$ cat src/ssm_pkg.sv
`timescale 1ns / 1ps
// ----------------------------------------------------------------------------
// ssm_pkg
// Shared sizes, codes and controller/datapath bundles of the swap slot manager.
// ----------------------------------------------------------------------------
package ssm_pkg;

	localparam int TABLE_ENTRIES = 256;
	localparam int SLOT_COUNT    = 512;

	localparam int ENTRY_W = $clog2(TABLE_ENTRIES);
	localparam int SIDX_W  = $clog2(SLOT_COUNT);

	localparam int OP_W     = 2;
	localparam int PAGE_W   = 52;
	localparam int PID_W    = 16;
	localparam int STATUS_W = 2;
	localparam int SLOT_W   = 9;
	localparam int FREED_W  = 9;
	localparam int USED_W   = 10;

	localparam logic [OP_W-1:0] OP_SWAP_OUT = 2'd0;
	localparam logic [OP_W-1:0] OP_SWAP_IN  = 2'd1;
	localparam logic [OP_W-1:0] OP_INVAL    = 2'd2;

	localparam logic [STATUS_W-1:0] ST_OK        = 2'd0;
	localparam logic [STATUS_W-1:0] ST_NO_SPACE  = 2'd1;
	localparam logic [STATUS_W-1:0] ST_NOT_FOUND = 2'd2;

	typedef struct packed {
		logic [PAGE_W-1:0] page;
		logic [PID_W-1:0]  pid;
		logic [SIDX_W-1:0] slot;
	} entry_t;

	// controller to datapath
	typedef struct packed {
		logic                load;       // latch request, clear results
		logic                bm_clr;     // clear pass write at scan index
		logic                sidx_step;  // advance scan index, clear pass
		logic                sidx_init;  // scan index from pointer
		logic                sprobe_step;// next bitmap probe
		logic                bm_rd_scan; // read bitmap at scan index
		logic                bm_rd_rel;  // read bitmap at release slot
		logic                take;       // claim slot at scan index
		logic                eidx_clr;
		logic                eidx_step;
		logic                place;      // fill free entry with request
		logic                rel_got;    // release the claimed slot
		logic                tbl_rd;     // read table entry at entry index
		logic                hit;        // remove matched entry
		logic                rel_clear;  // clear bitmap bit if it is set
		logic                set_status;
		logic [STATUS_W-1:0] status;
		logic                push;       // move results to output register
	} ssm_cmd_t;

	// datapath to controller
	typedef struct packed {
		logic            bm_bit;
		logic            sidx_last;
		logic            sprobe_last;
		logic            entry_last;
		logic            entry_free;
		logic            match;
		logic [OP_W-1:0] op;
	} ssm_stat_t;

endpackage

$ cat src/ssm_ctrl.sv
`timescale 1ns / 1ps
// ----------------------------------------------------------------------------
// ssm_ctrl
// Sequencer: clear pass, bitmap probe, table scans, slot release, response.
// ----------------------------------------------------------------------------
module ssm_ctrl (
	input  logic                     clk,
	input  logic                     arst_n,
	input  logic                     req_valid,
	input  logic [ssm_pkg::OP_W-1:0] req_op,
	output logic                     req_ready,
	output logic                     rsp_valid,
	input  logic                     rsp_ready,
	input  ssm_pkg::ssm_stat_t       stat,
	output ssm_pkg::ssm_cmd_t        cmd
);

	localparam logic [3:0] S_CLR    = 4'd0;
	localparam logic [3:0] S_IDLE   = 4'd1;
	localparam logic [3:0] S_BM_RD  = 4'd2;
	localparam logic [3:0] S_BM_CHK = 4'd3;
	localparam logic [3:0] S_E_FREE = 4'd4;
	localparam logic [3:0] S_E_RD   = 4'd5;
	localparam logic [3:0] S_E_CMP  = 4'd6;
	localparam logic [3:0] S_R_RD   = 4'd7;
	localparam logic [3:0] S_R_CHK  = 4'd8;
	localparam logic [3:0] S_DONE   = 4'd9;

	logic [3:0] state_q, state_d;
	logic       rsp_valid_q;
	logic       push;

	assign req_ready = (state_q == S_IDLE);
	assign rsp_valid = rsp_valid_q;
	assign push      = (state_q == S_DONE) && (!rsp_valid_q || rsp_ready);

	always_comb begin
		cmd     = '0;
		state_d = state_q;
		case (state_q)
			S_CLR: begin
				cmd.bm_clr    = 1'b1;
				cmd.sidx_step = 1'b1;
				if (stat.sidx_last) state_d = S_IDLE;
			end
			S_IDLE: begin
				if (req_valid) begin
					cmd.load     = 1'b1;
					cmd.eidx_clr = 1'b1;
					case (req_op)
						ssm_pkg::OP_SWAP_OUT: begin
							cmd.sidx_init = 1'b1;
							state_d       = S_BM_RD;
						end
						ssm_pkg::OP_SWAP_IN: state_d = S_E_RD;
						ssm_pkg::OP_INVAL:   state_d = S_E_RD;
						default:             state_d = S_DONE;
					endcase
				end
			end
			S_BM_RD: begin
				cmd.bm_rd_scan = 1'b1;
				state_d        = S_BM_CHK;
			end
			S_BM_CHK: begin
				if (!stat.bm_bit) begin
					cmd.take = 1'b1;
					state_d  = S_E_FREE;
				end else if (stat.sprobe_last) begin
					cmd.set_status = 1'b1;
					cmd.status     = ssm_pkg::ST_NO_SPACE;
					state_d        = S_DONE;
				end else begin
					cmd.sprobe_step = 1'b1;
					state_d         = S_BM_RD;
				end
			end
			S_E_FREE: begin
				if (stat.entry_free) begin
					cmd.place = 1'b1;
					state_d   = S_DONE;
				end else if (stat.entry_last) begin
					cmd.rel_got    = 1'b1;
					cmd.set_status = 1'b1;
					cmd.status     = ssm_pkg::ST_NO_SPACE;
					state_d        = S_R_RD;
				end else begin
					cmd.eidx_step = 1'b1;
				end
			end
			S_E_RD: begin
				cmd.tbl_rd = 1'b1;
				state_d    = S_E_CMP;
			end
			S_E_CMP: begin
				if (stat.match) begin
					cmd.hit = 1'b1;
					state_d = S_R_RD;
				end else if (stat.entry_last) begin
					if (stat.op == ssm_pkg::OP_SWAP_IN) begin
						cmd.set_status = 1'b1;
						cmd.status     = ssm_pkg::ST_NOT_FOUND;
					end
					state_d = S_DONE;
				end else begin
					cmd.eidx_step = 1'b1;
					state_d       = S_E_RD;
				end
			end
			S_R_RD: begin
				cmd.bm_rd_rel = 1'b1;
				state_d       = S_R_CHK;
			end
			S_R_CHK: begin
				cmd.rel_clear = 1'b1;
				// invalidate keeps scanning after each removed entry
				if (stat.op != ssm_pkg::OP_INVAL || stat.entry_last) begin
					state_d = S_DONE;
				end else begin
					cmd.eidx_step = 1'b1;
					state_d       = S_E_RD;
				end
			end
			S_DONE: begin
				cmd.push = push;
				if (push) state_d = S_IDLE;
			end
			default: state_d = S_IDLE;
		endcase
	end

	always_ff @(posedge clk or negedge arst_n) begin
		if (!arst_n) begin
			state_q     <= S_CLR;
			rsp_valid_q <= 1'b0;
		end else begin
			state_q <= state_d;
			if (push) rsp_valid_q <= 1'b1;
			else if (rsp_ready) rsp_valid_q <= 1'b0;
		end
	end

endmodule

$ cat config.mk
export PLATFORM = sky130hd
export DESIGN_NAME = ssm_ctrl
export DESIGN_NICKNAME = d
export VERILOG_FILES = /design/src/ssm_pkg.sv /design/src/ssm_ctrl.sv
export SDC_FILE = /design/constraint.sdc
export NUM_CORES = 1
export LEC_CHECK = 0
export BUFFER_PORTS_ARGS = -buffer_cell sky130_fd_sc_hd__buf_4
export CORE_MARGIN = 10
export CORE_UTILIZATION = 30
export CTS_CLUSTER_DIAMETER = 100
export DETAILED_ROUTE_END_ITERATION = 12
export RECOVER_POWER = 25
export SETUP_SLACK_MARGIN = 0.05
export SLEW_MARGIN = 20
export SYNTH_ARGS = -nofsm -noshare
export SYNTH_HDL_FRONTEND = slang
export SYNTH_SLANG_ARGS = --single-unit
$ cat constraint.sdc
create_clock -name clk -period 1.71 [get_ports clk]
set_input_delay 0.342 -clock clk [delete_from_list [all_inputs] [get_ports clk]]
set_output_delay 0.342 -clock clk [all_outputs]
set_load 0.02 [all_outputs]
# Yosys cells after proc, flatten, opt, wreduce, memory -nomap -nowiden
# Index checks and enable logic that the tools add are counted.
[totals]
output_inout_bits = 21
mem_bits_rw = 0
ff_bits = 5
memories = 0
rom_bits = 0
latchBits = 0
[classes]
shift = 0
magnitude_cmp = 0
n_reduce_logical = 9
n_mul = 0
addsub = 0
eq_ne = 17
n_mux = 49
n_div = 0
bitwise = 0
[op_table]
columns = ["op", "n"]
rows = [
  ["$mux 4", 10],
  ["$pmux 4 s10", 1],
  ["$mux 1", 26],
  ["$mux 3", 7],
  ["$eq 4x3->1 const B", 4],
  ["$pmux 3 s3", 1],
  ["$eq 4x2->1 const B", 2],
  ["$eq 4x4->1 const B", 2],
  ["$ne 2x2->1 const B", 4],
  ["$pmux 4 s2", 1],
  ["$eq 2x1->1 const B", 2],
  ["$eq 4x1->1 const B", 1],
  ["$logic_not 4->1", 1],
  ["$mux 2", 2],
  ["$reduce_and 4->1", 1],
  ["$ne 3x3->1 const B", 1],
  ["$pmux 1 s3", 1],
  ["$eq 2x2->1 const B", 1],
  ["$logic_not 2->1", 1],
  ["$logic_or 1x1->1", 2],
  ["$reduce_bool 2->1", 1],
  ["$reduce_or 2->1", 1],
  ["$logic_and 1x1->1", 1],
  ["$logic_not 1->1", 1],
]

# Depth between registers and ports, before layout
# Gate-level depths: netlist of the first run.
[depth]
word_depth = 5
ltp_mapped = 7

# Least setup slack after synthesis of the first run
# Ideal clock, no wire load.
[synth_path]
path_type = "reg-to-output"
startpoint = "register state_q[2]"
endpoint = "output port cmd[15] (netlist name)"
n_path_buf = 1
required_time_ps = 1368
t_arrival_ps = 1766
stages_incl_launch_ff = 4
path_slack_ps = -398
cell_sequence = "dfrtp_1 buf_2 nor4_1 and2_1"
[synth_rtl]
columns = ["item", "line", "rtl"]
rows = [
  ["start, declared", "ssm_ctrl.sv:29", "logic [3:0] state_q, state_d;"],
  ["start signal, assigned", "ssm_ctrl.sv:137", "state_q <= state_d;"],
  ["end, declared", "ssm_ctrl.sv:15", "output ssm_pkg::ssm_cmd_t cmd"],
]

==> flow_summary.toml, run 1 <==
[floorplan]
ioPinCount = 35
dieArea_um2 = 4444
chipWidth_um = 66.66
initial_core_util = 0.3230
die_height_um = 66.66
coreArea_um2 = 2022
fp-row-count = 16

[sta]
period_share = 1.140
whs_ns = 0.3771
finalWorstPathRequiredPeriod_ns = 1.950
timing_worst_slew_pin_value_ns = 0.4076
accumulated_negative_setup_slack_ns = -2.182
clock_skew_ns = 0.002641
hold_viol_final = 0
finalSetupViolCount = 16
postLayoutSetupSlackWorst_ns = -0.2397
rsz0062_at_grt = "true"
slew_headroom = 0.7212
slew_viol_final = 0
fmaxAchievable_ghz = 0.5129

[power]
pwr_density_cell_nw_per_um2 = 1453
vdd_ir_drop_max_mv = 1.050
static-leakage-power_nw = 0.6493

[synth]
synth_fp_nets = 113
synthAdderAreaFrac = 0.05747
yosys.area_share.xor_xnor = 0
syn-mean-instance-area_um2 = 6.803
main_combinational_cell_family_by_area_after_synthesis = "simple AND/OR/NAND/NOR gates"
synthSimpleGateAreaFrac = 0.4100
synth.distinct_cells = 35
mappedNetlistArea_um2 = 653.1
seq_area_frac_synth = 0.1916
postSynth.topFlopCell = "dfrtp_1"
synth_cells = 96
synth-seq-cells = 5
synth_async_sr_flop_share = 1.000
synth_compound_gate_area_share = 0.2184
synth-warning-count = 0
synth-edff-count = 0
synth.area.mux_share = 0

[setup_path]
critical_path_arrival_ns = 1.61
worstPathRequired_ns = 1.37
sort_of_element_at_the_end_of_the_critical_path = "output port"
crit_path_start_kind = "flip-flop"
worst_r2r_path_depth = 7
crit_path_max_fanout = 4
worstSetupPathType = "reg -> out"

[place]
place_hpwl_um = 2053
dpl_worst_slack_ns = 0.01806
count_of_buffers_from_port_buffering = 34
gp_routability_congestion = 0.8221
placed_cells = 167

[finish]
finish.net_count = 173
fin_util = 0.6498
final.fill_count = 185
layout-drive-gt1-share = 0.5935
area_growth_syn_to_layout_pct = 101.1
insertedDiodeCount = 0
final_std_cells_w_o_fill = 182
layout_commonest_cell = "buf_4"
mostFrequentLayoutCells = "buf_4, nor2_1, nand2_1, buf_6, inv_1"

[clock_network]
clock_tree_buf_depth = 2
worstSkewPairLatency_ns = 0.24
cts_made_buffers = 3
cts.htree.levels = 1
clk_root_buffer_cell = "clkbuf_4"
clock_sinks = 5
tritoncts = "done"
cts.reportedPaths.clkPinSlew_ns = 0.04

[grt]
antenna_found_initial = 0
globalRouteTotalUtil = 0.1178
grt_remaining_overflow = 0
grt_start_max_net_pins = 15
via_count_of_the_first_global_routing_pass = 930
grt_first_pass_wirelength_um = 4236

[routing]
route.final.wire_length_um = 2872
drt-initial-drc-count = 17
dr.pass1.iters = 4
wl_per_cell_um = 15.78
dr_total_vias = 928
drt-vias-per-instance = 5.099
drtAntennaViolNets = 0
remaining_drc_errors = 0

[min_path]
min_delay_path_depth = 3
hold_class = "in -> reg"

[status]
status = "finished with violations"
failed_checks = "setup timing"

[run]
max_cap_viol_count = 0
area by class of cell:
type                            instances  area, µm²  area share
Multi-Input combinational cell         74      578.1      0.4400
Timing Repair Buffer                   63      513.0      0.3905
Sequential cell                         5      128.9     0.09810
Inverter                                9      33.78     0.02571
Tap cell                               27      33.78     0.02571
Clock buffer                            4      26.28     0.02000
Yosys cell counts, drive strengths merged (2+ instances only):
cell type | n | area share
buf | 7 | 0.065
nand2 | 12 | 0.069
nand2b | 4 | 0.050
nor2b | 2 | 0.019
nor2 | 12 | 0.069
a21oi | 3 | 0.023
o21ai | 6 | 0.046
ha | 3 | 0.057
nor4 | 3 | 0.029
and2 | 2 | 0.019
inv | 9 | 0.052
nor3 | 8 | 0.061
dfrtp | 5 | 0.19
or2 | 2 | 0.023
layer usage:
metal	share of wire	vias up	track usage
met2	0.53	28	0.2156
met5	0	-	0
met4	0.026	0	0.02880
li1	-	452	-
met1	0.38	442	0.1237
met3	0.068	6	0.04181
per-stage QoR:
step	power, mW	cell area (µm²)
after floorplan	0.9602	685.7
after global placement	1.434	1062
after detailed placement	1.448	1062
after CTS	1.710	1205
after global routing	2.039	1314
final	1.908	1314
flip-flops by register name, indices dropped and copies added (netlist names):
name and count:
state_q 4, rsp_valid 1
final timing paths:
check | startpoint | end | slack, ns
min in group asynchronous | arst_n | rsp_valid | 0.49
max in group asynchronous | arst_n | state_q[0] | 0.98
worst min register to register | rsp_valid | rsp_valid | 0.72
worst max register to register | state_q[3] | state_q[1] | -0.18
worst max-delay path | state_q[3] | cmd[3] | -0.24
worst min-delay path | stat[6] | state_q[0] | 0.38
cells by family (layout without fill, tap and decap cells):
family | Yosys count | count (layout)
AOI/OAI and AO/OA | 20 | 20
adders and majority gates | 3 | 3
buffers and inverters | 17 | 76
DFF | 5 | 5
and+or+nand+nor | 51 | 51
worst max-delay path: stages (launching register included):
cell	delay, ns
dfrtp_1	0.38
nand2b_4	0.16
buf_4	0.14
nor3_2	0.23
and3b_2	0.23
or2_4	0.12
buf_6	0.11
power breakdown:
part	switching, mW	internal [mW]
sequential	0.0749	0.173
clock	0.0475	0.0882
combinational	0.784	0.741
repair_timing:
action | 4_1_cts | 5_1_grt
hold buffers | 1 | 0
hold endpoints to repair | 5 | 0
setup endpoints to repair | 16 | 22
pin swaps | 7 | 6
gates resized for setup | 20 | 22
setup buffers | 4 | 6
(Power assumes the default switching activity.)
==> inputs of run 2 (changes only) <==
Settings changed: RECOVER_POWER 25 to unset.
==> flow_summary.toml, run 2 (synthesis results as in run 1) <==
[setup_path]
worst_r2r_path_depth = 7
sort_of_element_at_the_end_of_the_critical_path = "output port"
worstPathRequired_ns = 1.37
worst_path_largest_cell_delay_ns = 0.38
critical_path_arrival_ns = 1.61
crit_path_start_kind = "flip-flop"
cp_num_cells = 6
critPathTopFamily = "simple AND/OR/NAND/NOR gates"
slowest_stage_cell_crit_path = "dfrtp_1"
worstSetupPathType = "reg -> out"
timing.critical_path.cells = "nand2b_4 > buf_4 > nor3_2 > and3b_2 > or2_4 > buf_6"
cp_num_buf_inv = 2
crit_path_max_fanout = 4

[sta]
postLayoutSetupSlackWorst_ns = -0.2397
hold_viol_final = 0
accumulated_negative_setup_slack_ns = -2.182
timing_worst_slew_pin_value_ns = 0.4076
finalSetupViolCount = 16
fmaxAchievable_ghz = 0.5129
rsz0062_at_grt = "true"
period_share = 1.140
clock_skew_ns = 0.002641
finalWorstPathRequiredPeriod_ns = 1.950
slew_viol_final = 0
slew_headroom = 0.7212

[floorplan]
initial_core_util = 0.3230
ioPinCount = 35
fp-row-count = 16
dieArea_um2 = 4444
chipWidth_um = 66.66
coreArea_um2 = 2022
die_height_um = 66.66

[place]
count_of_buffers_from_port_buffering = 34
placed_cells = 167
gp_routability_congestion = 0.8221
dpl_worst_slack_ns = 0.01806
place_hpwl_um = 2053
dpl-instance-area_um2 = 1062

[run]
max_cap_viol_count = 0

[routing]
dr.pass1.iters = 4
wl_per_cell_um = 15.80
dr_total_vias = 928
drt-initial-drc-count = 19
route.final.wire_length_um = 2875
remaining_drc_errors = 0
drt-vias-per-instance = 5.099
drtAntennaViolNets = 0

[finish]
final_cell_area_um2 = 1318
largest_register_ff_count = 4
final.fill_count = 184
largest-register = "state_q"
final_std_cells_w_o_fill = 182
ff_latch_area_um2 = 128.9
insertedDiodeCount = 0
layout-drive-gt1-share = 0.6000
finish.net_count = 173
layout_commonest_cell = "buf_4"
area_growth_syn_to_layout_pct = 101.7
mostFrequentLayoutCells = "buf_4, nor2_1, nand2_1, buf_6, inv_1"
multi_input_combinational_cell_area_um2 = 578.1

[grt]
grt_remaining_overflow = 0
grt_start_max_net_pins = 15
grt_first_pass_wirelength_um = 4236
antenna_found_initial = 0
globalRouteTotalUtil = 0.1178
via_count_of_the_first_global_routing_pass = 930

[clock_network]
clock_sinks = 5
cts_made_buffers = 3
clk_root_buffer_cell = "clkbuf_4"
tritoncts = "done"
cts.htree.levels = 1
cts.reportedPaths.clkPinSlew_ns = 0.04
clock_tree_buf_depth = 2
worstSkewPairLatency_ns = 0.24

[status]
failed_checks = "setup timing"
status = "finished with violations"

[power]
pwr_density_cell_nw_per_um2 = 1449
static-leakage-power_nw = 0.6529
vdd_ir_drop_max_mv = 1.050

[min_path]
min_delay_path_depth = 3
hold_class = "in -> reg"
run 2: path summary, 6_finish.rpt:
kind / slack [ns] / endpoint / from
setup / recovery: -0.24 / cmd[3] / state_q[3]
min in group asynchronous: 0.45 / rsp_valid / arst_n
max in group asynchronous: 1.14 / state_q[0] / arst_n
setup reg to reg: -0.18 / state_q[1] / state_q[3]
hold / removal: 0.38 / state_q[0] / stat[6]
hold reg to reg: 0.72 / rsp_valid / rsp_valid
run 2: worst min-delay path: stages:
cell	delay, ns
buf_4	0.08
o21ai_2	0.05
o21ai_1	0.10
run 2: final cells by class:
cell class                      instances  area share
Clock buffer                            4     0.01994
Inverter                                9     0.02564
Multi-Input combinational cell         74      0.4387
Sequential cell                         5     0.09782
Tap cell                               27     0.02564
Timing Repair Buffer                   63      0.3922
run 2: layer usage:
| metal | routed length [µm] | part of all wire | GRT usage |
|---|---|---|---|
| met3 | 194 | 0.067 | 0.04181 |
| met1 | 1083 | 0.38 | 0.1237 |
| met5 | 0 | 0 | 0 |
| met2 | 1520 | 0.53 | 0.2156 |
| met4 | 76 | 0.026 | 0.02880 |
run 2: power breakdown:
group / internal [mW] / switching, mW / leakage (nW)
logic: 0.742 / 0.784 / 0.577
registers: 0.173 / 0.0750 / 0.0605
clock network: 0.0882 / 0.0475 / 0.0150
total: 1.00 / 0.907 / 0.653
run 2: per-stage QoR:
stage / hold slack (ns) / utilization / power [mW]
after detailed placement: 0.1461 / 0.5254 / 1.448
after floorplan: 0.04641 / - / 0.9602
after CTS: 0.4197 / 0.5959 / 1.710
final: 0.3771 / 0.6516 / 1.910
after global routing: 0.3867 / 0.6516 / 2.040
after global placement: 0.1457 / 0.5254 / 1.434
run 2: timing repair:
item / CTS / global route
hold buffers: 1 / 0
resized for setup: 20 / 22
pin swaps: 7 / 6
setup buffers: 4 / 6
hold endpoints to repair: 5 / 0
endpoints found under the setup margin: 16 / 22
==> inputs of run 3 (changes only) <==
Settings changed: SETUP_SLACK_MARGIN 0.05 to 0.4.
Clock period 1.71 ns to 2.4 ns, I/O delays scaled along.
==> flow_summary.toml, run 3 (synthesis results as in run 1) <==
[status]
status = "completed"

[finish]
mostFrequentLayoutCells = "buf_4, nor2_1, nand2_1"
layout_commonest_cell = "buf_4"
insertedDiodeCount = 0
finish.net_count = 158
ff_latch_area_um2 = 127.6
fin_util = 0.5588
final_std_cells_w_o_fill = 167
layout-drive-gt1-share = 0.4857
largest-register = "state_q"
final.fill_count = 198
area_growth_syn_to_layout_pct = 72.99
largest_register_ff_count = 4
multi_input_combinational_cell_area_um2 = 536.8
final_cell_area_um2 = 1130

[routing]
remaining_drc_errors = 0
drt-initial-drc-count = 19
dr.pass1.iters = 4
wl_per_cell_um = 14.59
route.final.wire_length_um = 2436
drtAntennaViolNets = 0
drt-vias-per-instance = 5.030
dr_total_vias = 840

[sta]
whs_ns = 0.03403
slew_headroom = 0.6582
timing_worst_slew_pin_value_ns = 0.4998
finalWorstPathRequiredPeriod_ns = 2.027
rsz0062_at_grt = "true"
postLayoutSetupSlackWorst_ns = 0.3726
period_share = 0.8447
hold_viol_final = 0
fmaxAchievable_ghz = 0.4932
finalSetupViolCount = 0
slew_viol_final = 0
accumulated_negative_setup_slack_ns = 0
clock_skew_ns = 0.001690

[grt]
grt_first_pass_wirelength_um = 4098
via_count_of_the_first_global_routing_pass = 899
grt_remaining_overflow = 0
antenna_found_initial = 0
grt_start_max_net_pins = 18
globalRouteTotalUtil = 0.1111

[power]
design_power_total_mw = 1.177
static-leakage-power_nw = 0.5875
pwr_density_cell_nw_per_um2 = 1042
vdd_ir_drop_max_mv = 0.7354

[setup_path]
crit_path_start_kind = "flip-flop"
crit_path_max_fanout = 4
worstPathRequired_ns = 1.92
sort_of_element_at_the_end_of_the_critical_path = "output port"
critical_path_arrival_ns = 1.55
worstSetupPathType = "reg -> out"
worst_r2r_path_depth = 6

[place]
placed_cells = 151
place_hpwl_um = 1820
dpl_worst_slack_ns = 0.3514
dpl-instance-area_um2 = 917.1
count_of_buffers_from_port_buffering = 34
gp_routability_congestion = 0.7884

[clock_network]
cts.reportedPaths.clkPinSlew_ns = 0.04
clock_sinks = 5
clk_root_buffer_cell = "clkbuf_4"
cts_hold_buffers = 0
clock_tree_buf_depth = 2
worstSkewPairLatency_ns = 0.23
cts.htree.levels = 1
tritoncts = "done"
cts_made_buffers = 3

[floorplan]
dieArea_um2 = 4444
initial_core_util = 0.3230
fp-row-count = 16
coreArea_um2 = 2022
die_height_um = 66.66
ioPinCount = 35
chipWidth_um = 66.66

[run]
max_cap_viol_count = 0

[min_path]
hold_class = "in -> async"
==> run 3: final timing paths <==
path,to,start,slack (ns)
worst max-delay path,cmd[3],state_q[3],0.37
worst min-delay path,rsp_valid,arst_n,0.03
worst max register to register,state_q[1],state_q[3],0.64
worst min register to register,rsp_valid,rsp_valid,0.70
max in group asynchronous,state_q[0],arst_n,2.25
min in group clk,rsp_valid,rsp_ready,0.56
==> run 3: final cells by class <==
class,count,area share
multi-input cells,74,0.4751
repair buffers,48,0.3289
flip-flops and latches,5,0.1130
inverters,9,0.02990
well taps,27,0.02990
clock buffers,4,0.02326
==> run 3: worst max-delay path, cell delays in order, from the launching register on <==
cell      delay (ns)
dfrtp_1         0.40
nand2b_4        0.16
or2_4           0.26
nor3_4          0.12
a21o_1          0.15
or2_4           0.12
buf_6           0.10
==> run 3: power breakdown <==
group / total, mW / switching [mW] / leakage, nW / internal (mW)
combinational: 0.924 / 0.502 / 0.511 / 0.422
sequential: 0.160 / 0.0374 / 0.0620 / 0.122
clock: 0.0937 / 0.0310 / 0.0150 / 0.0626
==> run 3: metal layers <==
metal | global-route usage | vias up | share of wire
li1 | - | 416 | -
met1 | 0.1296 | 388 | 0.44
met2 | 0.1813 | 34 | 0.46
met3 | 0.04682 | 2 | 0.095
met4 | 0.02880 | 0 | 0.0070
met5 | 0 | - | 0
==> run 3: timing repair <==
item,CTS,global route
setup endpoints to repair,8,10
resized for setup,13,6
pin swaps,5,4
buffers inserted,11,1
